<file path="config.mk">
export PLATFORM = sky130hd
export DESIGN_NAME = madr_queue
export DESIGN_NICKNAME = d
export VERILOG_FILES = /design/src/design/madr_pkg.sv /design/src/design/madr_queue.sv
export SDC_FILE = /design/constraint.sdc
export NUM_CORES = 1
export LEC_CHECK = 0
export BUFFER_PORTS_ARGS = -buffer_cell sky130_fd_sc_hd__buf_4
export CAP_MARGIN = 5
export CORE_MARGIN = 4
export CORE_UTILIZATION = 44
export CTS_BUF_LIST = sky130_fd_sc_hd__clkbuf_16
export DETAILED_ROUTE_END_ITERATION = 12
export GPL_ROUTABILITY_DRIVEN = 0
export MAX_ROUTING_LAYER = met4
export PLACE_DENSITY_LB_ADDON = 0.25
export SETUP_SLACK_MARGIN = 0.1
export SLEW_MARGIN = 20
export SYNTH_ARGS = -nofsm -noshare
export SYNTH_HDL_FRONTEND = slang
export SYNTH_SLANG_ARGS = --single-unit
</file>
<file path="constraint.sdc">
create_clock -name clk -period 1.2 [get_ports clk]
set_input_delay 0.24 -clock clk [delete_from_list [all_inputs] [get_ports clk]]
set_output_delay 0.24 -clock clk [all_outputs]
set_load 0.01 [all_outputs]
</file>
<file path="src/design/madr_pkg.sv">
//------------------------------------------------------------------------------
// madr_pkg
// Shared constants and state types for the moving average deviation ratio unit.
//------------------------------------------------------------------------------
`default_nettype none

package madr_pkg;

	localparam int MAX_WINDOW_DEF = 256;
	localparam int PRICE_BITS_DEF = 32;

	localparam int WLEN_W = 9;
	localparam logic [WLEN_W-1:0] WLEN_RESET = 9'd3;

	localparam int RATIO_W   = 32;
	localparam int FRAC_BITS = 24;
	localparam int QUO_W     = RATIO_W - 1;
	localparam int INT_BITS  = QUO_W - FRAC_BITS;
	localparam int CNT_W     = $clog2(QUO_W + 1);

	localparam logic [RATIO_W-1:0] RATIO_MAX = {1'b0, {(RATIO_W-1){1'b1}}};
	localparam logic [RATIO_W-1:0] RATIO_MIN = {1'b1, {(RATIO_W-1){1'b0}}};

	localparam int QUEUE_DEPTH = 2;

	typedef enum logic {
		FR_IDLE,
		FR_UPD
	} front_state_t;

	typedef enum logic [2:0] {
		BK_IDLE,
		BK_MUL,
		BK_SUB,
		BK_CHK,
		BK_DIV,
		BK_DONE
	} back_state_t;

endpackage

`default_nettype wire

</file>
<file path="src/design/madr_queue.sv">
//------------------------------------------------------------------------------
// madr_queue
// Short job queue between the window keeper and the divider.
//------------------------------------------------------------------------------
`default_nettype none

module madr_queue #(
	parameter int WIDTH = 8
) (
	input  wire logic             clk,
	input  wire logic             arst_n,
	input  wire logic             push,
	input  wire logic [WIDTH-1:0] push_data,
	output logic                  space,
	input  wire logic             pop,
	output logic                  pop_valid,
	output logic [WIDTH-1:0]      pop_data
);
	import madr_pkg::*;

	localparam int PTR_W = $clog2(QUEUE_DEPTH);
	localparam int CNT_QW = $clog2(QUEUE_DEPTH + 1);

	logic [WIDTH-1:0]  slot_q [QUEUE_DEPTH];
	logic [PTR_W-1:0]  wr_ptr_q;
	logic [PTR_W-1:0]  rd_ptr_q;
	logic [CNT_QW-1:0] count_q;

	assign space     = (count_q != CNT_QW'(QUEUE_DEPTH));
	assign pop_valid = (count_q != '0);
	assign pop_data  = slot_q[rd_ptr_q];

	always_ff @(posedge clk) begin
		if (push) begin
			slot_q[wr_ptr_q] <= push_data;
		end
	end

	always_ff @(posedge clk or negedge arst_n) begin
		if (!arst_n) begin
			wr_ptr_q <= '0;
			rd_ptr_q <= '0;
			count_q  <= '0;
		end else begin
			if (push) begin
				wr_ptr_q <= (wr_ptr_q == PTR_W'(QUEUE_DEPTH - 1)) ? '0 : wr_ptr_q + PTR_W'(1);
			end
			if (pop) begin
				rd_ptr_q <= (rd_ptr_q == PTR_W'(QUEUE_DEPTH - 1)) ? '0 : rd_ptr_q + PTR_W'(1);
			end
			if (push && !pop) begin
				count_q <= count_q + CNT_QW'(1);
			end else if (pop && !push) begin
				count_q <= count_q - CNT_QW'(1);
			end
		end
	end

`ifndef ASSERT_OFF
	a_no_overflow: assert property (@(posedge clk) disable iff (!arst_n)
		push |-> (count_q != CNT_QW'(QUEUE_DEPTH)) || pop)
		else $error("queue overflow");

	a_no_underflow: assert property (@(posedge clk) disable iff (!arst_n)
		pop |-> (count_q != '0))
		else $error("queue underflow");

	a_count_bound: assert property (@(posedge clk) disable iff (!arst_n)
		count_q <= CNT_QW'(QUEUE_DEPTH))
		else $error("queue count out of range");
`endif

endmodule

`default_nettype wire

</file>
==> reports/qor.json <==
{
  "routing": {
    "detail_route.wl_per_cell_um": 12.5,
    "remaining_drc_errors": 0,
    "total_length_of_routed_wires_mm": 1.24,
    "first_pass_iters": 2,
    "antenna_violating_nets_remaining": 0,
    "detailed_route_vias_per_instance": 4.37,
    "vias": 433,
    "drt_first_iter_violations": 2
  },
  "clock_tree": {
    "clock_tree_from_tritoncts": "yes",
    "clkSlewWorstSetupHoldPaths_ns": 0.05,
    "htree_num_levels": 1,
    "clkSinkCount": 20,
    "cts-root-to-sink-buffers": 2,
    "ctsRootBufferMaster": "sky130_fd_sc_hd__clkbuf_16",
    "tritoncts.num_buffers": 3,
    "clk_latency_ns": 0.25
  },
  "floorplan": {
    "die_x_um": 50.7,
    "fp.dieArea_um2": 2570,
    "floorplan.die.height_um": 50.7,
    "placementRows": 15,
    "pin_count": 22,
    "placeableCoreArea_um2": 1730,
    "start_util": 0.464
  },
  "grt": {
    "grt.total_usage": 0.117,
    "largest_net_degree_at_the_start_of_global_routing": 13,
    "grt_pass1_wl_mm": 2.06,
    "via_count_of_the_first_global_routing_pass": 451,
    "antenna_found_initial": 0,
    "globalRoute.totalOverflow": 0
  },
  "placed_design": {
    "place_worst_setup_slack_ns": -0.0197,
    "cell_count_post_placement": 90,
    "placement.io_buffers": 21,
    "placed_area_um2": 1020
  },
  "critical_path": {
    "startpoint": "rd_ptr_q",
    "worst_setup_path_endpoint": "pop_data[5]",
    "critPathLaunchType": "flop",
    "worstSetupPathDepth": 3,
    "rr_endpoint": "count_q[1]",
    "max_stage_delay_ns": 0.40,
    "cp_data_required_time_ns": 0.96,
    "critPathArrivalTime_ns": 1.22,
    "rrSetupSlack_ns": 0.15,
    "worst_r2r_path_depth": 4,
    "critical_path.slowest_cell": "sky130_fd_sc_hd__dfrtp_1",
    "timing.rr.start": "count_q[0]",
    "timing.critical_path.fanout_max": 5,
    "critical_path_s_most_frequent_cell": "sky130_fd_sc_hd__buf_6",
    "setup.worst_path.end_class": "output port",
    "cp_top_family": "flip-flops",
    "crit_buf_inv": 2,
    "worstSetupPathType": "flop to output port",
    "crit_path_cell_trace": "buf_6, mux2_4, buf_6"
  },
  "sta": {
    "setup_violations": 9,
    "timing.max_slew.rel_slack": 0.910,
    "grt_setup_unrepaired": "yes",
    "finalWorstSetupSlack_ns": -0.258,
    "finalHoldViolCount": 0,
    "post-route-period-util": 1.22,
    "peak_freq_mhz": 686,
    "final_period_minus_worst_setup_slack_ns": 1.46,
    "finalClockSkew_ns": 0.00150,
    "slew_violations": 0,
    "transition_time_at_the_pin_with_the_least_slew_margin_ns": 0.135
  },
  "run_status": {
    "violations_in_the_final_reports": "setup timing",
    "run_status": "complete, but fails checks"
  },
  "logic_synthesis": {
    "yosys_warnings": 0,
    "ys_seq_elements": 20,
    "synthesis.area_per_instance_um2": 19.5,
    "post_synth_num_cell_types": 13,
    "synth.cells.most_frequent": "16 x sky130_fd_sc_hd__edfxtp_1, 8 x sky130_fd_sc_hd__mux2_4, 4 x sky130_fd_sc_hd__dfrtp_1, 4 x sky130_fd_sc_hd__xor2_1",
    "synth_top_cell_area_share": 0.600,
    "synth_area_um2": 801,
    "synth.net_count": 54,
    "synth-edff-count": 16,
    "synth_top_cell_by_area": "sky130_fd_sc_hd__edfxtp_1",
    "postSynth.asyncResetShare": 0.200,
    "cell_types_occupying_the_most_area_after_synthesis": "sky130_fd_sc_hd__edfxtp_1 60%, sky130_fd_sc_hd__mux2_4 15%, sky130_fd_sc_hd__dfrtp_1 13%",
    "most_common_cell_in_the_netlist": "sky130_fd_sc_hd__edfxtp_1",
    "syn-instance-count": 41,
    "ys.flop_type": "sky130_fd_sc_hd__edfxtp_1",
    "yosysSeqAreaShare": 0.725
  },
  "final_layout": {
    "fillCellCount": 126,
    "proportion_of_layout_cells_with_a_drive_suffix_above_1": 0.581,
    "finish.cell_count_without_fillers": 99,
    "n_diodes": 0,
    "nNetsFinal": 88,
    "design_area_um2": 1220,
    "synthesis_to_layout_area_growth_pct": 53.0
  },
  "flow_run": {
    "max-cap-violations": 0
  },
  "pwr": {
    "max-vdd-ir-drop_uv": 1280,
    "p_leak_uw": 0.000529,
    "power_per_cell_area_nw_per_um2": 2550
  },
  "worst_hold_path": {
    "timing.hold.worst.class": "input port to flop"
  }
}
[power by group]
part | internal (uW) | leakage, uW | total (uW) | switching (uW)
Sequential | 946 | 0.000197 | 1030 | 82.1
Clock | 661 | 0.0000511 | 890 | 230
Combinational | 773 | 0.000281 | 1210 | 432
Total | 2380 | 0.000529 | 3120 | 744
[placed cells by master, fill, tap and decap left out]
| cell type | netlist | final |
|---|---|---|
| sky130_fd_sc_hd__edfxtp_1 | 16 | 16 |
| sky130_fd_sc_hd__buf_4 | 0 | 15 |
| sky130_fd_sc_hd__buf_6 | 1 | 13 |
| sky130_fd_sc_hd__mux2_4 | 8 | 8 |
| sky130_fd_sc_hd__xor2_1 | 4 | 4 |
| sky130_fd_sc_hd__dfrtp_1 | 4 | 4 |
| sky130_fd_sc_hd__clkbuf_16 | 0 | 3 |
| sky130_fd_sc_hd__or2_1 | 1 | 1 |
| sky130_fd_sc_hd__inv_1 | 1 | 1 |
| sky130_fd_sc_hd__and2_1 | 1 | 1 |
| sky130_fd_sc_hd__nand2b_4 | 0 | 1 |
| sky130_fd_sc_hd__nor2b_2 | 0 | 1 |
| sky130_fd_sc_hd__nor2_1 | 1 | 1 |
| sky130_fd_sc_hd__xnor2_1 | 1 | 1 |
| sky130_fd_sc_hd__ha_1 | 1 | 1 |
| sky130_fd_sc_hd__bufinv_16 | 0 | 1 |
| sky130_fd_sc_hd__dlygate4sd3_1 | 0 | 1 |
| sky130_fd_sc_hd__buf_12 | 0 | 1 |
[layer usage]
metal  GRT usage  vias to the layer above  share of wire
met5           -                        -              0
met4      0.0538                        0         0.0032
met3      0.0267                        2          0.029
met2       0.213                       11           0.57
met1       0.118                      206           0.39
li1            -                      214              -
[area by class of cell]
type | instances | area (um^2) | share of cell area
tap | 25 | 31.3 | 0.0255
clock inverter | 1 | 30.0 | 0.0245
clock buffer | 3 | 75.1 | 0.0613
inverter | 1 | 3.75 | 0.00306
sequential | 20 | 581 | 0.474
multi-input combinational | 19 | 215 | 0.176
timing repair buffer | 30 | 289 | 0.236
[kinds of logic (layout without fill, tap and decap cells)]
family | Yosys count | after routing | synth area share
flip-flops | 20 | 20 | 0.725
XOR/XNOR | 5 | 5 | 0.0547
buffers and inverters | 2 | 35 | 0.0187
AND/OR/NAND/NOR | 5 | 5 | 0.0360
adder cells (fa/ha/maj) | 1 | 1 | 0.0156
multiplexers | 8 | 8 | 0.150
[worst register-to-register path, delay by kind of cell (launching register included)]
kind,cells,cell delay (ns)
and+or+nand+nor,1,0.12
DFF,1,0.38
xor gates and xnor gates,2,0.32
buffers and inverters,1,0.14
[registers in the layout, indices dropped and copies added (netlist names)]
signal and cells:
count_q 2, rd_ptr_q 1, slot_q 16, wr_ptr_q 1
[worst min path at each step]
stage,startpoint,slack [ns],to,cells past startpoint
4_1_cts,push_data[6],0.17,slot_q[0][6],1
3_5_place_dp,arst_n,0.04,count_q[1],1
5_1_grt,push_data[4],0.17,slot_q[1][4],1
2_1_floorplan,arst_n,-0.06,count_q[0],0
6_report,push_data[6],0.17,slot_q[0][6],1
3_3_place_gp,arst_n,0.04,count_q[1],1
[stage by stage]
stage / hold slack (ns) / setup TNS, ns / total power, uW / util
4_1_cts: 0.172 / -2.09 / 3100 / 0.703
3_3_place_gp: 0.0415 / 0 / 1940 / 0.593
6_report: 0.173 / -2.03 / 3120 / 0.709
2_1_floorplan: -0.0556 / 0 / 1570 / -
3_5_place_dp: 0.0395 / -0.0765 / 1960 / 0.593
5_1_grt: 0.169 / -2.26 / 3280 / 0.709
[timing repair]
| action | 4_1_cts | 5_1_grt |
|---|---|---|
| hold endpoints to repair | 4 | 0 |
| hold buffers | 1 | 0 |
| endpoints found under the setup margin | 10 | 11 |
| pin swaps | 1 | 1 |
| buffers inserted | 4 | 0 |
| gates cloned | 0 | 0 |
| gates resized for setup | 12 | 2 |
Note: power is estimated with default switching activity, not from simulation.
