===== src/design/madr_pkg.sv =====
//------------------------------------------------------------------------------
// madr_pkg
// Shared constants and state types for the moving average deviation ratio unit.
//------------------------------------------------------------------------------
`default_nettype none

package madr_pkg;

	localparam int MAX_WINDOW_DEF = 256;
	localparam int PRICE_BITS_DEF = 32;

	localparam int WLEN_W = 9;
	localparam logic [WLEN_W-1:0] WLEN_RESET = 9'd3;

	localparam int RATIO_W   = 32;
	localparam int FRAC_BITS = 24;
	localparam int QUO_W     = RATIO_W - 1;
	localparam int INT_BITS  = QUO_W - FRAC_BITS;
	localparam int CNT_W     = $clog2(QUO_W + 1);

	localparam logic [RATIO_W-1:0] RATIO_MAX = {1'b0, {(RATIO_W-1){1'b1}}};
	localparam logic [RATIO_W-1:0] RATIO_MIN = {1'b1, {(RATIO_W-1){1'b0}}};

	localparam int QUEUE_DEPTH = 2;

	typedef enum logic {
		FR_IDLE,
		FR_UPD
	} front_state_t;

	typedef enum logic [2:0] {
		BK_IDLE,
		BK_MUL,
		BK_SUB,
		BK_CHK,
		BK_DIV,
		BK_DONE
	} back_state_t;

endpackage

`default_nettype wire


===== src/design/madr_back.sv =====
//------------------------------------------------------------------------------
// madr_back
// Ratio engine: scale the open price, form the deviation, divide, saturate.
//------------------------------------------------------------------------------
`default_nettype none

module madr_back #(
	parameter int MAX_WINDOW = madr_pkg::MAX_WINDOW_DEF,
	parameter int PRICE_BITS = madr_pkg::PRICE_BITS_DEF,
	localparam int SUM_W  = PRICE_BITS + $clog2(MAX_WINDOW),
	localparam int WCNT_W = $clog2(MAX_WINDOW + 1),
	localparam int JOB_W  = SUM_W + PRICE_BITS + WCNT_W + 2
) (
	input  wire logic                           clk,
	input  wire logic                           arst_n,
	input  wire logic                           job_valid,
	input  wire logic [JOB_W-1:0]               job_data,
	output logic                                job_pop,
	output logic                                m_tvalid,
	input  wire logic                           m_tready,
	output logic [madr_pkg::RATIO_W-1:0]        m_tdata,
	output logic                                m_tuser,
	output logic                                m_tlast
);
	import madr_pkg::*;

	localparam int PROD_W = WCNT_W + PRICE_BITS;

	back_state_t state_q, state_d;

	logic [SUM_W-1:0]      den_q;
	logic [PRICE_BITS-1:0] open_q;
	logic [WCNT_W-1:0]     win_q;
	logic                  err_q;
	logic                  last_q;
	logic [SUM_W-1:0]      scaled_q;
	logic [SUM_W-1:0]      mag_q;
	logic                  neg_q;
	logic                  sat_q;
	logic [SUM_W:0]        rem_q;
	logic [QUO_W-1:0]      bits_q;
	logic [QUO_W-1:0]      quo_q;
	logic [CNT_W-1:0]      cnt_q;

	logic                  m_tvalid_q;
	logic [RATIO_W-1:0]    m_tdata_q;
	logic                  m_tuser_q;
	logic                  m_tlast_q;

	logic [PROD_W-1:0]     prod;
	logic                  sat;
	logic [SUM_W:0]        trial;
	logic                  trial_ge;
	logic                  out_free;
	logic                  load_out;
	logic [RATIO_W-1:0]    quo_ext;
	logic [RATIO_W-1:0]    ratio;

	assign prod     = PROD_W'(win_q) * PROD_W'(open_q);
	assign sat      = ({{INT_BITS{1'b0}}, mag_q} >= {den_q, {INT_BITS{1'b0}}});
	assign trial    = {rem_q[SUM_W-1:0], bits_q[QUO_W-1]};
	assign trial_ge = (trial >= {1'b0, den_q});
	assign out_free = !m_tvalid_q || m_tready;
	assign quo_ext  = {1'b0, quo_q};

	always_comb begin
		if (err_q) begin
			ratio = '0;
		end else if (sat_q) begin
			ratio = neg_q ? RATIO_MIN : RATIO_MAX;
		end else begin
			ratio = neg_q ? (RATIO_W'(0) - quo_ext) : quo_ext;
		end
	end

	// next state
	always_comb begin
		state_d = state_q;
		case (state_q)
			BK_IDLE: begin
				if (job_valid) begin
					state_d = job_data[SUM_W+PRICE_BITS+WCNT_W] ? BK_DONE : BK_MUL;
				end
			end
			BK_MUL: begin
				state_d = BK_SUB;
			end
			BK_SUB: begin
				state_d = BK_CHK;
			end
			BK_CHK: begin
				state_d = sat ? BK_DONE : BK_DIV;
			end
			BK_DIV: begin
				if (cnt_q == CNT_W'(1)) begin
					state_d = BK_DONE;
				end
			end
			BK_DONE: begin
				if (out_free) begin
					state_d = BK_IDLE;
				end
			end
			default: begin
				state_d = BK_IDLE;
			end
		endcase
	end

	// outputs
	always_comb begin
		job_pop  = 1'b0;
		load_out = 1'b0;
		case (state_q)
			BK_IDLE: begin
				job_pop = job_valid;
			end
			BK_DONE: begin
				load_out = out_free;
			end
			default: begin
				job_pop = 1'b0;
			end
		endcase
	end

	// datapath
	always_ff @(posedge clk) begin
		case (state_q)
			BK_IDLE: begin
				if (job_valid) begin
					den_q  <= job_data[SUM_W-1:0];
					open_q <= job_data[SUM_W +: PRICE_BITS];
					win_q  <= job_data[SUM_W+PRICE_BITS +: WCNT_W];
					err_q  <= job_data[SUM_W+PRICE_BITS+WCNT_W];
					last_q <= job_data[SUM_W+PRICE_BITS+WCNT_W+1];
				end
			end
			BK_MUL: begin
				scaled_q <= prod[SUM_W-1:0];
			end
			BK_SUB: begin
				neg_q <= (den_q < scaled_q);
				mag_q <= (den_q < scaled_q) ? (scaled_q - den_q) : (den_q - scaled_q);
			end
			BK_CHK: begin
				sat_q  <= sat;
				rem_q  <= (SUM_W+1)'(mag_q >> INT_BITS);
				bits_q <= {mag_q[INT_BITS-1:0], {FRAC_BITS{1'b0}}};
				quo_q  <= '0;
				cnt_q  <= CNT_W'(QUO_W);
			end
			BK_DIV: begin
				rem_q  <= trial_ge ? (trial - {1'b0, den_q}) : trial;
				quo_q  <= {quo_q[QUO_W-2:0], trial_ge};
				bits_q <= {bits_q[QUO_W-2:0], 1'b0};
				cnt_q  <= cnt_q - CNT_W'(1);
			end
			default: begin
				cnt_q <= cnt_q;
			end
		endcase
	end

	// result register
	always_ff @(posedge clk) begin
		if (load_out) begin
			m_tdata_q <= ratio;
			m_tuser_q <= err_q;
			m_tlast_q <= last_q;
		end
	end

	always_ff @(posedge clk or negedge arst_n) begin
		if (!arst_n) begin
			state_q    <= BK_IDLE;
			m_tvalid_q <= 1'b0;
		end else begin
			state_q <= state_d;
			if (load_out) begin
				m_tvalid_q <= 1'b1;
			end else if (m_tready) begin
				m_tvalid_q <= 1'b0;
			end
		end
	end

	assign m_tvalid = m_tvalid_q;
	assign m_tdata  = m_tdata_q;
	assign m_tuser  = m_tuser_q;
	assign m_tlast  = m_tlast_q;

`ifndef ASSERT_OFF
	a_rem_below_den: assert property (@(posedge clk) disable iff (!arst_n)
		(state_q == BK_DIV) |-> (rem_q < {1'b0, den_q}))
		else $error("partial remainder not below divisor");

	a_div_nonzero: assert property (@(posedge clk) disable iff (!arst_n)
		(state_q == BK_DIV) |-> (den_q != '0))
		else $error("divide started on zero window sum");

	a_err_ratio_zero: assert property (@(posedge clk) disable iff (!arst_n)
		(m_tvalid && m_tuser) |-> (m_tdata == '0))
		else $error("error result with nonzero ratio");
`endif

endmodule

`default_nettype wire


===== config.mk =====
export PLATFORM = sky130hd
export DESIGN_NAME = madr_back
export DESIGN_NICKNAME = d
export VERILOG_FILES = /design/src/design/madr_pkg.sv /design/src/design/madr_back.sv
export SDC_FILE = /design/constraint.sdc
export NUM_CORES = 1
export LEC_CHECK = 0
export BUFFER_PORTS_ARGS = -buffer_cell sky130_fd_sc_hd__buf_2
export CORE_ASPECT_RATIO = 0.6
export CORE_MARGIN = 10
export CORE_UTILIZATION = 35
export CTS_CLUSTER_SIZE = 8
export DETAILED_ROUTE_END_ITERATION = 8
export SLEW_MARGIN = 20
export SYNTH_ARGS = -nofsm -noshare
export SYNTH_HDL_FRONTEND = slang
export SYNTH_SLANG_ARGS = --single-unit

===== constraint.sdc =====
create_clock -name clk -period 15.7 [get_ports clk]
set_input_delay 0 -clock clk [delete_from_list [all_inputs] [get_ports clk]]
set_output_delay 0 -clock clk [all_outputs]
set_load 0.03 [all_outputs]

==> out/results.txt, run 1 <==
The share of the Yosys chip area taken by registers is 31.6%. The H-tree generated during clock tree synthesis spans 2 levels. The most frequently used cell type in the post-synthesis netlist is sky130_fd_sc_hd__inv_1.

The die span in x came out at 379 µm. The fraction of layout instances using a drive strength above 1 is 7.22%. Detail-routed net length per standard cell: 18.9 µm. Final hold analysis gives a worst-case slack of 36.7 ps. For this run, the leading register cell type out of synthesis is sky130_fd_sc_hd__edfxtp_1. Once detailed placement completed, the half-perimeter wirelength came to 58.1 mm. Final critical-path share of the clock period: 38.5%. For the number of antenna violations at the first check in global routing, the log shows 0.

In this run, the number of DRC markers left after iteration 0 of detailed routing was 2026. 0 antenna diodes ended up in the layout. The height of the die was 236 µm.

The commonest cells after synthesis are 354 x sky130_fd_sc_hd__inv_1, 282 x sky130_fd_sc_hd__edfxtp_1, 273 x sky130_fd_sc_hd__nand2_1. CTS placed an instance of sky130_fd_sc_hd__clkbuf_16 at the clock tree root. Type of element capturing the critical path: a flop.

The flow ran to the end, and the final reports show no timing, DRC or antenna violations. In this run the tightest slew margin relative to its limit is 27.1%. For the pin with the worst max-slew slack, the measured transition is 1090 ps. The number of vias in the routed layout was 21600.

Category of the worst setup path launch point: a flop. Post-CTS timing repair inserted 0 buffers for setup. The clock transition at the register clock pins on the worst setup and hold paths after CTS came out at 60 ps. By startpoint and endpoint, the worst setup path is classified as flop to flop. The average cell area after synthesis is 9.48 µm².

The layout filler cell count came out at 7570. The library cell with the largest summed area after synthesis is sky130_fd_sc_hd__edfxtp_1. The floorplan step defined a die boundary enclosing 89400 µm². Subtracting the final worst setup slack from the clock period gives 6050 ps. For the final database, setup skew stands at 26.1 ps. The standard cell with the maximum stage delay on the critical path was sky130_fd_sc_hd__fa_1. Summed instance area of the synthesized netlist: 27100 µm². In the post-synthesis netlist, the biggest area contributors are sky130_fd_sc_hd__edfxtp_1 31%, sky130_fd_sc_hd__fa_1 16%, sky130_fd_sc_hd__ha_1 9.9%. Setup violations remaining at the end of the flow were counted as 0. The number of slew-limit violations in the final report came out at 0. No sink is reached through more buffers than the 3 on the longest clock path. STA puts the critical path data required time at 16030 ps. The critical path goes through buf_4 > nand2_1 > fa_1 > inv_1 > fa_1 > ha_1 > inv_1 > fa_1 > fa_1 > nor2b_1 > o21ai_0 > a21boi_0 > o21ai_0 > a21oi_1 > a31oi_1 > o31a_1 > o211a_1 > o21ai_0 > xor2_1. The tools report the final routed DRC violation total as 0.

Setup repair after global routing left no endpoint under its margin. Counting distinct cell types in the post-synthesis netlist gives 72. The tools report the count of pins on the block boundary as 123.

Largest net degree at the start of global routing: 62. The initialized floorplan defines 78 standard-cell rows. Across every metal layer, demand over resource in global routing totals 17.2%. In this run the standard cell core region covers 76100 µm². Data on the critical path arrives at its endpoint at 6390 ps. At the end of routability-driven placement, the weighted congestion stood at 0.945.

The maximum achievable frequency came out at 165 MHz. In this run the worst hold path is classified as primary input to flop. Yosys printed 0 warnings.

The area added between synthesis and finish is 13.6%, and the gate count after technology mapping is 2859. The global-route congestion overflow total is 0, and the worst-path maximum fanout is 32. For the initial core utilization, the log shows 35.6%. The first global-routing pass estimated 123 mm of wire.

The number of nets in the synthesized netlist is 3373. Port buffering added 122 buffers. In this run the biggest area consumer among cell types represents 31.2% of the synthesized area.

The count of maximum capacitance violations is 0, and the number of synthesized register bits is 286. At the placement stage, the worst setup path has a slack of 9700 ps. The maximum cell stage delay along the critical path was 550 ps; the total wire length after detailed routing was 76.4 mm. Number of hold violations in the final report: 0. The cell that appears most often on the critical path is sky130_fd_sc_hd__fa_1. Using the TritonRoute via totals, the vias-per-cell ratio works out to 5.35. For this run, the post-layout net count is 3532. The CTS sink count came out at 286.

The tools report the via count of the first global-routing pass as 21300. In this run, CTS created clock tree buffers numbering 42. After layout, the worst setup slack is 9650 ps. The number of enable flip-flop cells after synthesis was 282; the number of nets with antenna violations after routing was 0. The source-to-sink clock delay at the later pin of the worst-skew pair is 590 ps, and the share of synthesized registers carrying an async set or reset is 1.40%. TritonCTS built the clock tree. The count of TritonRoute iterations in the first routing pass came out at 6. After routing, the total negative slack on setup checks comes to 0 ps.
[cell type report]
class,count,area (µm²),share of cell area (%)
flip-flops and latches,286,8570,27.8
inverters,355,1330,4.33
multi-input cells,2099,16800,54.5
clock buffers,59,1180,3.83
repair buffers,234,1670,5.44
clock inverters,2,7.51,0.0244
well taps,1000,1250,4.06
[worst paths after layout]
kind | from | to | slack (ps) | cells past startpoint
worst max-delay path | win_q[2] | scaled_q[38] | 9650 | 19
worst min-delay path | job_valid | state_q[2] | 40 | 5
worst max register to register | win_q[2] | scaled_q[38] | 9650 | 19
worst min register to register | last_q | m_tlast | 410 | 0
max in group asynchronous | arst_n | state_q[0] | 15150 | 3
min in group asynchronous | arst_n | m_tvalid | 360 | 3
[state kept, by name, summed over array words and instances, names as in the netlist, 3 cells and up]
signal    cells
den_q        40
rem_q        40
cnt_q         5
mag_q        40
scaled_q     40
m_tdata      32
state_q       3
win_q         9
quo_q        31
open_q       32
bits_q        7
[logic make-up (layout without fill, tap and decap cells)]
| family | Yosys count | in the layout | synth area share [%] |
|---|---|---|---|
| and+or+nand+nor | 892 | 892 | 16.3 |
| AOI/OAI and AO/OA | 647 | 647 | 15.5 |
| buffers and inverters | 474 | 650 | 6.68 |
| adders and majority gates | 427 | 427 | 25.6 |
| DFF | 286 | 286 | 31.6 |
| xor gates and xnor gates | 120 | 120 | 3.88 |
| muxes | 13 | 13 | 0.480 |
[layer usage]
metal | global-route usage (%) | vias up | routed length [µm]
met2 | 22.1 | 807 | 28300
met4 | 3.57 | 0 | 1360
met5 | 0 | - | 0
met1 | 27.7 | 10500 | 39600
met3 | 4.35 | 85 | 7130
li1 | - | 10200 | -
[critical path, delay by kind of cell (launching register included)]
kind                     cells  cell delay [ps]
AND/OR/NAND/NOR              2              260
adder cells (fa/ha/maj)      5             2320
buffers and inverters        3              470
XOR/XNOR                     1               90
AO/OA/AOI/OAI                8             2300
flip-flops                   1              320
[metrics by stage]
| stage | area [µm²] | instances | utilization [%] |
|---|---|---|---|
| floorplan | 27100 | 2859 | - |
| global placement | 28700 | 3887 | 37.7 |
| detailed placement | 28700 | 3887 | 37.7 |
| CTS | 30800 | 4034 | 40.4 |
| global route | 30800 | 4035 | 40.5 |
| finish | 30800 | 4035 | 40.5 |
[layout by cell type, fill, tap and decap left out, types with 24 or more instances in the layout]
master,netlist,layout
sky130_fd_sc_hd__inv_1,354,354
sky130_fd_sc_hd__nand2_1,273,271
sky130_fd_sc_hd__buf_2,10,122
sky130_fd_sc_hd__o21a_1,24,24
sky130_fd_sc_hd__a211oi_1,27,27
sky130_fd_sc_hd__fa_1,213,213
sky130_fd_sc_hd__and3_1,46,45
sky130_fd_sc_hd__o211ai_1,35,35
sky130_fd_sc_hd__nand3_1,63,63
sky130_fd_sc_hd__a21oi_1,188,188
sky130_fd_sc_hd__dlygate4sd3_1,0,86
sky130_fd_sc_hd__clkbuf_16,0,45
sky130_fd_sc_hd__ha_1,214,214
sky130_fd_sc_hd__and2_1,187,186
sky130_fd_sc_hd__edfxtp_1,282,282
sky130_fd_sc_hd__o21ai_0,117,117
sky130_fd_sc_hd__buf_4,1,25
sky130_fd_sc_hd__nand4_1,48,48
sky130_fd_sc_hd__xnor2_1,79,79
sky130_fd_sc_hd__nor3_1,35,35
sky130_fd_sc_hd__nor2_1,157,152
sky130_fd_sc_hd__xor2_1,41,41
sky130_fd_sc_hd__a21o_1,97,97
[repair_timing]
action,4_1_cts,5_1_grt
hold endpoints to repair,90,0
resized for setup,0,0
hold buffers,86,0
Power of run 1 is left out: the tool's default activity adds up to more than one toggle a clock period on the data nets, which glitch-free logic cannot reach.
==> inputs of run 2 (changes only) <==
--- a/config.mk
+++ b/config.mk
@@ -5,6 +5,7 @@
 export SDC_FILE = /design/constraint.sdc
 export NUM_CORES = 1
 export LEC_CHECK = 0
+export ABC_AREA = 1
 export BUFFER_PORTS_ARGS = -buffer_cell sky130_fd_sc_hd__buf_2
 export CORE_ASPECT_RATIO = 0.6
 export CORE_MARGIN = 10
==> constraint.sdc (replaced) <==
create_clock -name clk -period 5.2 [get_ports clk]
set_input_delay 0 -clock clk [delete_from_list [all_inputs] [get_ports clk]]
set_output_delay 0 -clock clk [all_outputs]
set_load 0.03 [all_outputs]
==> run 2 against run 1 <==
Register-to-register slack got worse by 9500 ps. Setup slack got worse by 9500 ps. Critical path depth did not move. Utilization fell by 0.12 points. Die area rose by 13%. Maximum frequency rose by 21%. Non-clock buffer count rose by 62. Via count rose by 31%. Flip-flop and latch count did not move. Final cell count rose by 42%. Global-route usage rose by 3.7 points. Area after synthesis rose by 14%. Critical path type unchanged. Critical endpoint is now scaled_q[33]. Largest cell class unchanged. Highest routed layer is now met5.
==> out/results.txt, run 2 <==
The run finished with clean final reports. The library cell used most frequently in the layout, excluding fill and tap cells, is sky130_fd_sc_hd__nand2_1. The average cell area after synthesis works out to 7.16 µm² (-25%). In the layout the commonest cells are 1459 x sky130_fd_sc_hd__nand2_1, 878 x sky130_fd_sc_hd__inv_1, 355 x sky130_fd_sc_hd__nor2_1. Core footprint: 87700 µm² (+15%). Setup repair after global routing left no endpoint under its margin. Sequential share of the synthesized area: 27.7% (-3.9 points). Area used by multi-input combinational logic: 18500 µm² (+10%). The maximum cell stage delay along the critical path is 560 ps (about the same). The final routed DRC violation total was 0 (unchanged); the setup TNS was 0 ps (unchanged).

The number of I/O port buffers is 122 (unchanged). The run gives 3025 (+49%) as the detailed router's first-iteration violation count. The area added between synthesis and finish came out at 14.3%. The cell internal power dissipation came out at 0.0114 W. The number of antenna violations at the first check in global routing is 1 (+1), and the summed instance area of the synthesized netlist is 30900 µm² (+14%). The via count of the first global-routing pass was 26500 (+25%). The tools report the net count reported at finish as 5053 (+43%). The standard cell with the maximum stage delay on the critical path was sky130_fd_sc_hd__fa_1.

The post-route minimum period is 5010 ps (-1040 ps). The tools report the headroom to the max-slew limit as 25.2% (-1.9 points). The commonest cells after synthesis are 1459 x sky130_fd_sc_hd__nand2_1, 878 x sky130_fd_sc_hd__inv_1, 360 x sky130_fd_sc_hd__nor2_1.

The worst-path maximum fanout works out to 5 (-84%). The detail-routed net length per standard cell is 18.4 µm (-2.8%). Registers are responsible for 17.8% of the overall power.

Global-route congestion overflow total: 0 (unchanged). The critical path is of the flop to flop type. The run gives 40.3% (-0.12 points) as the end-of-flow core utilization. The clock group share of total power was 11.3%. The worst setup path is launched from a flop.

Dividing total power by cell area gives a power density of 682 nW/µm². The synthesized netlist net count is 4834 (+43%), and the maximum achievable frequency is 200 MHz (+21%). The area of the die is 101000 µm² (+13%). In this run the worst hold path is classified as primary input to flop. Sorting the synthesized cells by area gives the leading types as sky130_fd_sc_hd__edfxtp_1 27%, sky130_fd_sc_hd__nand2_1 18%, sky130_fd_sc_hd__fa_1 14%. Height of the die: 250 µm (+6.2%). Most frequently used cell type in the post-synthesis netlist: sky130_fd_sc_hd__nand2_1.

The number of buffers inserted during clock tree synthesis is 43 (+2.4%). The count of pins on the block boundary is 123 (unchanged), and the global-route usage over all layers is 20.8% (+3.7 points). TritonCTS built the clock tree. The average vias per placed instance is 4.94 (-7.6%). Cell depth of the worst setup path: 19 (unchanged). The number of hold violations in the final report was 0 (unchanged). The layout filler cell count was 9230 (+22%); the number of slew-limit violations in the final report was 0 (unchanged).

The category of cells accounting for the largest share of critical-path delay is adder cells. The buffering stage count on the worst path with inverters included works out to 6 (+3). The number of enable flip-flop cells after synthesis is 282 (unchanged), and the fraction of layout instances using a drive strength above 1 is 6.82% (-0.39 points). The count of cells along the worst hold path was 2 (-3); the count of maximum capacitance violations was 0 (unchanged).

The share of synthesized registers carrying an async set or reset came out at 1.40% (unchanged). The cell sitting at the root of the clock tree is a sky130_fd_sc_hd__clkbuf_16. The library cell with the largest summed area after synthesis is sky130_fd_sc_hd__edfxtp_1. The final critical-path share of the clock period was 96.3% (+58 points); the initial core utilization was 35.3% (-0.33 points). Combinational logic burns 70.9% of the power. The most numerous cell on the critical path is sky130_fd_sc_hd__fa_1. The global-route wire length before repair was 163 mm (+32%); the number of vias in the routed layout was 28300 (+31%). The tools report the sequential cell area in the final layout as 8570 µm² (unchanged). The largest net degree at the start of global routing was 54 (-13%).

Net switching is 52.8% of the power. The number of buffers on the longest clock path came out at 3 (unchanged). The tools report the maximum clock skew at final layout as 63.4 ps (+37.3 ps). The number of nets with antenna violations after routing was 0 (unchanged). The tools report the type of element capturing the critical path as a flop. The depth of the worst register-to-register path works out to 19 (unchanged). The analysis attributes to cell leakage a power of 18.8 nW. The worst-case IR drop observed on VDD is 0.557 mV. The number of levels in the clock H-tree was 2 (unchanged). For the overall power consumption, the log shows 0.0241 W. Traced cell by cell, the critical path runs through clkbuf_2 > nand2_1 > inv_1 > fa_1 > fa_1 > fa_1 > inv_1 > fa_1 > inv_1 > ha_1 > a21oi_1 > buf_4 > o21ai_1 > nor2_1 > o21ai_2 > buf_4 > nand3_1 > nand3_1 > nand2_1. In the synthesized netlist the dominant register cell turns out to be sky130_fd_sc_hd__edfxtp_1. The clock transition at the register clock pins on the worst setup and hold paths after CTS was 50 ps (about the same). The number of synthesized register bits was 286 (unchanged); the transition at the pin with the smallest max-transition slack was 1110 ps (+17.4 ps). The analysis attributes to net switching a power of 0.0127 W.

The tools report the count of different cell masters after synthesis as 52 (-28%). The logs give 105 mm (+38%) for the total wire length after detailed routing and 84 (+7.7%) for the number of standard-cell rows in the floorplan. The area share of the largest cell type after synthesis was 27.4% (-3.9 points); the number of endpoints failing setup at the final stage was 0 (unchanged).

The CTS sink count was 286 (unchanged); the die span in x was 404 µm (+6.5%). The routability-driven placement congestion ratio was 1.03 (+9.0%); the count of TritonRoute iterations in the first routing pass was 6 (unchanged). The count of warnings emitted by yosys is 0 (unchanged), and the source-to-sink clock delay at the later pin of the worst-skew pair is 630 ps (+40 ps). The critical path required time was 5550 ps (-10480 ps). The tools report the final HPWL from detailed placement as 87.3 mm (+50%).

The arrival time reported for the critical path endpoint is 5360 ps (-1030 ps), and the gate count after technology mapping is 4320 (+51%).
run 2: worst paths after layout:
kind / startpoint / to / slack, ps
worst max-delay path: win_q[8] / scaled_q[33] / 190
worst min-delay path: job_data[57] / open_q[17] / 70
worst max register to register: win_q[8] / scaled_q[33] / 190
worst min register to register: last_q / m_tlast / 420
max in group asynchronous: arst_n / state_q[1] / 4640
min in group asynchronous: arst_n / m_tvalid / 340
run 2: repair_timing:
item | 4_1_cts | 5_1_grt
hold buffers | 87 | 0
endpoints found under the hold margin | 107 | 0
pin swaps | 0 | 1
setup endpoints to repair | 1 | 22
setup buffers | 0 | 11
gates resized for setup | 2 | 11
run 2: cell type report:
| cell class | instances | area share (%) |
|---|---|---|
| Multi-Input combinational cell | 3027 | 52.4 |
| Sequential cell | 286 | 24.2 |
| Inverter | 885 | 9.39 |
| Timing Repair Buffer | 296 | 6.30 |
| Tap cell | 1161 | 4.11 |
| Clock buffer | 56 | 3.21 |
| Clock inverter | 8 | 0.333 |
| Antenna cell | 1 | 0.00708 |
run 2: metrics by stage:
stage	cell area, µm²	setup WS, ps	cells	hold slack, ps
6_report	35400	190	5720	73.0
5_1_grt	35400	4.91	5719	67.1
3_3_place_gp	33100	-33.0	5558	-166
4_1_cts	35300	82.1	5709	41.7
2_1_floorplan	30900	32.1	4320	-296
3_5_place_dp	33100	-43.5	5558	-165
run 2: cells by family after synthesis:
family	Yosys count	synth area share, %
adders and majority gates	427	22.4
DFF	286	27.7
buffers and inverters	1007	12.6
and+or+nand+nor	2132	28.0
xor gates and xnor gates	87	2.46
AOI/OAI and AO/OA	381	6.83
run 2: metal layers:
metal / vias up / routed length, µm / GRT usage (%)
met3: 71 / 13900 / 7.90
met4: 4 / 1140 / 2.73
met5: - / 318 / 2.39
met1: 13300 / 53900 / 33.6
met2: 1218 / 36100 / 25.2
li1: 13700 / - / -
run 2: worst register-to-register path: cells and delay by family, from the launching register on:
family	cells	cell delay [ps]
and+or+nand+nor	5	520
adders and majority gates	5	2480
DFF	1	490
buffers and inverters	6	670
AOI/OAI and AO/OA	3	590
run 2: power groups by stage:
| stage | clock [W] | combinational [W] | sequential, W |
|---|---|---|---|
| floorplan | 0 | 0.0110 | 0.00434 |
| global placement | 0 | 0.0165 | 0.00433 |
| detailed placement | 0 | 0.0165 | 0.00432 |
| CTS | 0.00280 | 0.0166 | 0.00430 |
| global route | 0.00289 | 0.0192 | 0.00437 |
| finish | 0.00273 | 0.0171 | 0.00429 |
(Power assumes the default switching activity.)
==> inputs of run 3 (changes only) <==
--- a/config.mk
+++ b/config.mk
@@ -7,11 +7,14 @@
 export LEC_CHECK = 0
 export ABC_AREA = 1
 export BUFFER_PORTS_ARGS = -buffer_cell sky130_fd_sc_hd__buf_2
+export CELL_PAD_IN_SITES_DETAIL_PLACEMENT = 0
+export CELL_PAD_IN_SITES_GLOBAL_PLACEMENT = 2
 export CORE_ASPECT_RATIO = 0.6
 export CORE_MARGIN = 10
-export CORE_UTILIZATION = 35
+export CORE_UTILIZATION = 34
 export CTS_CLUSTER_SIZE = 8
 export DETAILED_ROUTE_END_ITERATION = 8
+export PLACE_DENSITY_LB_ADDON = 0.1
 export SLEW_MARGIN = 20
 export SYNTH_ARGS = -nofsm -noshare
 export SYNTH_HDL_FRONTEND = slang
==> run 3 against run 2 <==
Count of clock-buffer cells in the layout up 2. Final cell count up 1.0%. Final area up 0.43%. Routed wire length up 7.2%. Global-route usage up 0.80 points. First-iteration DRC count down 22%. Critical path depth down 1. Flip-flop and latch count unchanged. Setup slack worse by 8.0 ps. Critical path type unchanged. Largest cell class unchanged. Largest power group unchanged.
==> out/results.txt, run 3 (synthesis gave the netlist of run 2 again) <==
Walking the worst path, the cells encountered are buf_12 > buf_4 > nand2_1 > inv_1 > fa_1 > inv_1 > fa_1 > inv_1 > fa_1 > fa_1 > ha_1 > a21oi_1 > o21ai_1 > nand2_1 > nand3_1 > a21oi_2 > nand3_1 > xor2_1. The met1 routing resource usage after global routing came out at 36.7% (+3.1 points). Setup repair after global routing could not meet its margin everywhere.

The critical path required time is 5530 ps (-20 ps), and the number of nets with antenna violations after routing is 0 (unchanged). The net count reported at finish was 5056 (+0.059%); the count of maximum capacitance violations was 0 (unchanged). By startpoint and endpoint, the worst setup path is classified as flop to flop. The number of levels in the clock H-tree was 2 (unchanged). The run gives 199 MHz (-0.16%) as the maximum achievable frequency.

The logs give 94.7 mm (+8.5%) for the final HPWL from detailed placement and 43 (unchanged) for the number of buffers inserted during clock tree synthesis. The slowest stage of the critical path belongs to the cell sky130_fd_sc_hd__fa_1. For the global-route wire length before repair, the log shows 171 mm (+5.0%). The headroom to the max-slew limit came out at 28.9% (+3.7 points). The count of TritonRoute iterations in the first routing pass is 5 (-1), and the maximum clock skew at final layout is 53.2 ps (-10.2 ps).

In the layout the commonest cells are 1458 x sky130_fd_sc_hd__nand2_1, 877 x sky130_fd_sc_hd__inv_1, 353 x sky130_fd_sc_hd__nor2_1. The global-route usage over all layers came out at 21.6% (+0.80 points). The height of the die was 254 µm (+1.3%); the pre-CTS worst setup slack was -180 ps (-137 ps). CTS placed an instance of sky130_fd_sc_hd__clkbuf_16 at the clock tree root. met1 is the most crowded layer. The areal power density over the cells was 694 nW/µm² (+1.9%). The worst-path maximum fanout was 17 (+12); the area of the die was 104000 µm² (+2.8%). In this design, the largest share of critical-path delay is due to adder cells. The run gives 0 (unchanged) as the number of endpoints failing setup at the final stage.

The clock transition at the register clock pins on the worst setup and hold paths after CTS is 60 ps (about the same), and the global-route congestion overflow total is 0 (unchanged). The type of element capturing the critical path is a flop. The worst vdd rail ir drop was 0.484 mV (-13%); the final worst setup slack was 182 ps (-8.00 ps).

The tools report the antenna cell count as 0 (-1). The transition at the pin with the smallest max-transition slack came out at 1070 ps (-43.8 ps). The fraction of layout instances using a drive strength above 1 works out to 7.04% (+0.21 points). The arrival time reported for the critical path endpoint is 5340 ps (-20 ps). The run gives 90000 µm² (+2.6%) as the core footprint. The logs give 39.5% (-0.87 points) for the end-of-flow core utilization and 18.8 nW (about the same) for the leakage power of the design.

The post-layout instance count excluding filler cells is 5780 (+1.0%), and the detail-routed net length per standard cell is 19.5 µm (+6.1%). Number of slew-limit violations in the final report: 0 (unchanged). The detailed router's first-iteration violation count was 2370 (-22%). The run gives 123 (unchanged) as the count of pins on the block boundary.

The category of the worst setup path launch point is a flop. The flow ran to the end, and the final reports show no timing, DRC or antenna violations. The run gives 27400 (-3.1%) as the number of vias in the routed layout.

The most numerous cell on the critical path was sky130_fd_sc_hd__fa_1. The final routed DRC violation total is 0 (unchanged). Number of standard-cell rows in the floorplan: 85 (+1.2%).

In this run the worst hold path is classified as primary input to flop. For the number of hold violations in the final report, the log shows 0 (unchanged). Final critical-path share of the clock period: 96.5% (+0.15 points).

The number of I/O port buffers is 122 (unchanged). The logs give 5.53% (-2.4 points) for the fraction of met3 tracks used by global routing and 34.4% (-0.91 points) for the initial core utilization. The number of antenna violations at the first check in global routing is 0 (-1), and the buffering stage count on the worst path with inverters included is 5 (-1). The met2 track utilization from global routing is 26.2% (+1.0 points). TritonCTS built the clock tree. The run gives 26200 (-1.0%) as the via count of the first global-routing pass.

The number of buffers on the longest clock path is 3 (unchanged). Compared with the post-synthesis result, the final layout area differs by 14.8%. Average vias per placed instance: 4.74 (-4.1%). The total placed cells including tap cells was 5622 (+1.2%). CTS sink count: 286 (unchanged). The die span in x is 409 µm (+1.4%).

The tools report the source-to-sink clock delay at the later pin of the worst-skew pair as 630 ps (about the same). Total wire length after detailed routing: 113 mm (+7.2%). The post-route minimum period was 5020 ps (+8.01 ps). The library cell used most frequently in the layout, excluding fill and tap cells, is sky130_fd_sc_hd__nand2_1.

For the routability-driven placement congestion ratio, the log shows 0.917 (-11%). The maximum cell stage delay along the critical path was 530 ps (-30 ps); the setup TNS was 0 ps (unchanged). The run gives 68 (+26%) as the largest net degree at the start of global routing.
[run 3: cell count changes in the layout (fill, tap and decap cells not counted), moves of 2 or more]
cell / before / now
sky130_fd_sc_hd__a21oi_1: 189 / 187
sky130_fd_sc_hd__a21oi_2: 7 / 9
sky130_fd_sc_hd__buf_12: 8 / 11
sky130_fd_sc_hd__clkbuf_1: 12 / 15
sky130_fd_sc_hd__clkbuf_2: 2 / 0
sky130_fd_sc_hd__nor2_1: 355 / 353
sky130_fd_sc_hd__o21ai_0: 88 / 90
[run 3: power breakdown]
| part | internal (W) | switching (W) | total [W] |
|---|---|---|---|
| Sequential | 0.00391 | 0.000396 | 0.00430 |
| Clock | 0.00152 | 0.00119 | 0.00271 |
| Combinational | 0.00617 | 0.0115 | 0.0176 |
[run 3: final timing paths]
path                               from            to  slack (ps)  cells past startpoint
min                        job_data[78]      win_q[6]          80                      2
min in group asynchronous        arst_n      m_tvalid         290                      3
max reg2reg                    win_q[8]  scaled_q[38]         180                     18
max in group asynchronous        arst_n    state_q[2]        4720                      3
max                            win_q[8]  scaled_q[38]         180                     18
min reg2reg                      last_q       m_tlast         430                      0
[run 3: what timing repair did]
action	CTS	global route
setup endpoints to repair	3	21
pin swaps	0	3
buffers inserted	0	6
gates resized for setup	1	20
hold buffers	87	0
endpoints found under the hold margin	108	0
[run 3: per-layer routing]
metal  up-vias  wire length, µm
li1      13700                -
met3        69            10300
met1     12900            63700
met2       753            37700
met5         -                0
met4         0             1220
[run 3: cell type report]
cell class / instances / area [µm²]
clock buffer: 58 / 1130
sequential: 286 / 8570
clock inverter: 7 / 103
tap: 1218 / 1520
timing repair buffer: 299 / 2300
fill: 9742 / 54500
inverter: 885 / 3320
multi-input combinational: 3027 / 18600
[run 3: per-stage QoR]
| stage | hold WS [ps] | instance area [µm²] | power (W) |
|---|---|---|---|
| 2_1_floorplan | -296 | 30900 | 0.0153 |
| 3_3_place_gp | -184 | 33300 | 0.0216 |
| 3_5_place_dp | -180 | 33300 | 0.0214 |
| 4_1_cts | 37.2 | 35400 | 0.0243 |
| 5_1_grt | 58.6 | 35500 | 0.0271 |
| 6_report | 82.1 | 35500 | 0.0247 |
[run 3: worst reg2reg max path, stage by stage (launching register included)]
cell and delay, ps:
sky130_fd_sc_hd__edfxtp_1 410, sky130_fd_sc_hd__buf_12 180, sky130_fd_sc_hd__buf_4 190, sky130_fd_sc_hd__nand2_1 80
sky130_fd_sc_hd__inv_1 60, sky130_fd_sc_hd__fa_1 530, sky130_fd_sc_hd__inv_1 50, sky130_fd_sc_hd__fa_1 530
sky130_fd_sc_hd__inv_1 60, sky130_fd_sc_hd__fa_1 500, sky130_fd_sc_hd__fa_1 520, sky130_fd_sc_hd__ha_1 400
sky130_fd_sc_hd__a21oi_1 240, sky130_fd_sc_hd__o21ai_1 160, sky130_fd_sc_hd__nand2_1 80, sky130_fd_sc_hd__nand3_1 190
sky130_fd_sc_hd__a21oi_2 250, sky130_fd_sc_hd__nand3_1 130, sky130_fd_sc_hd__xor2_1 160
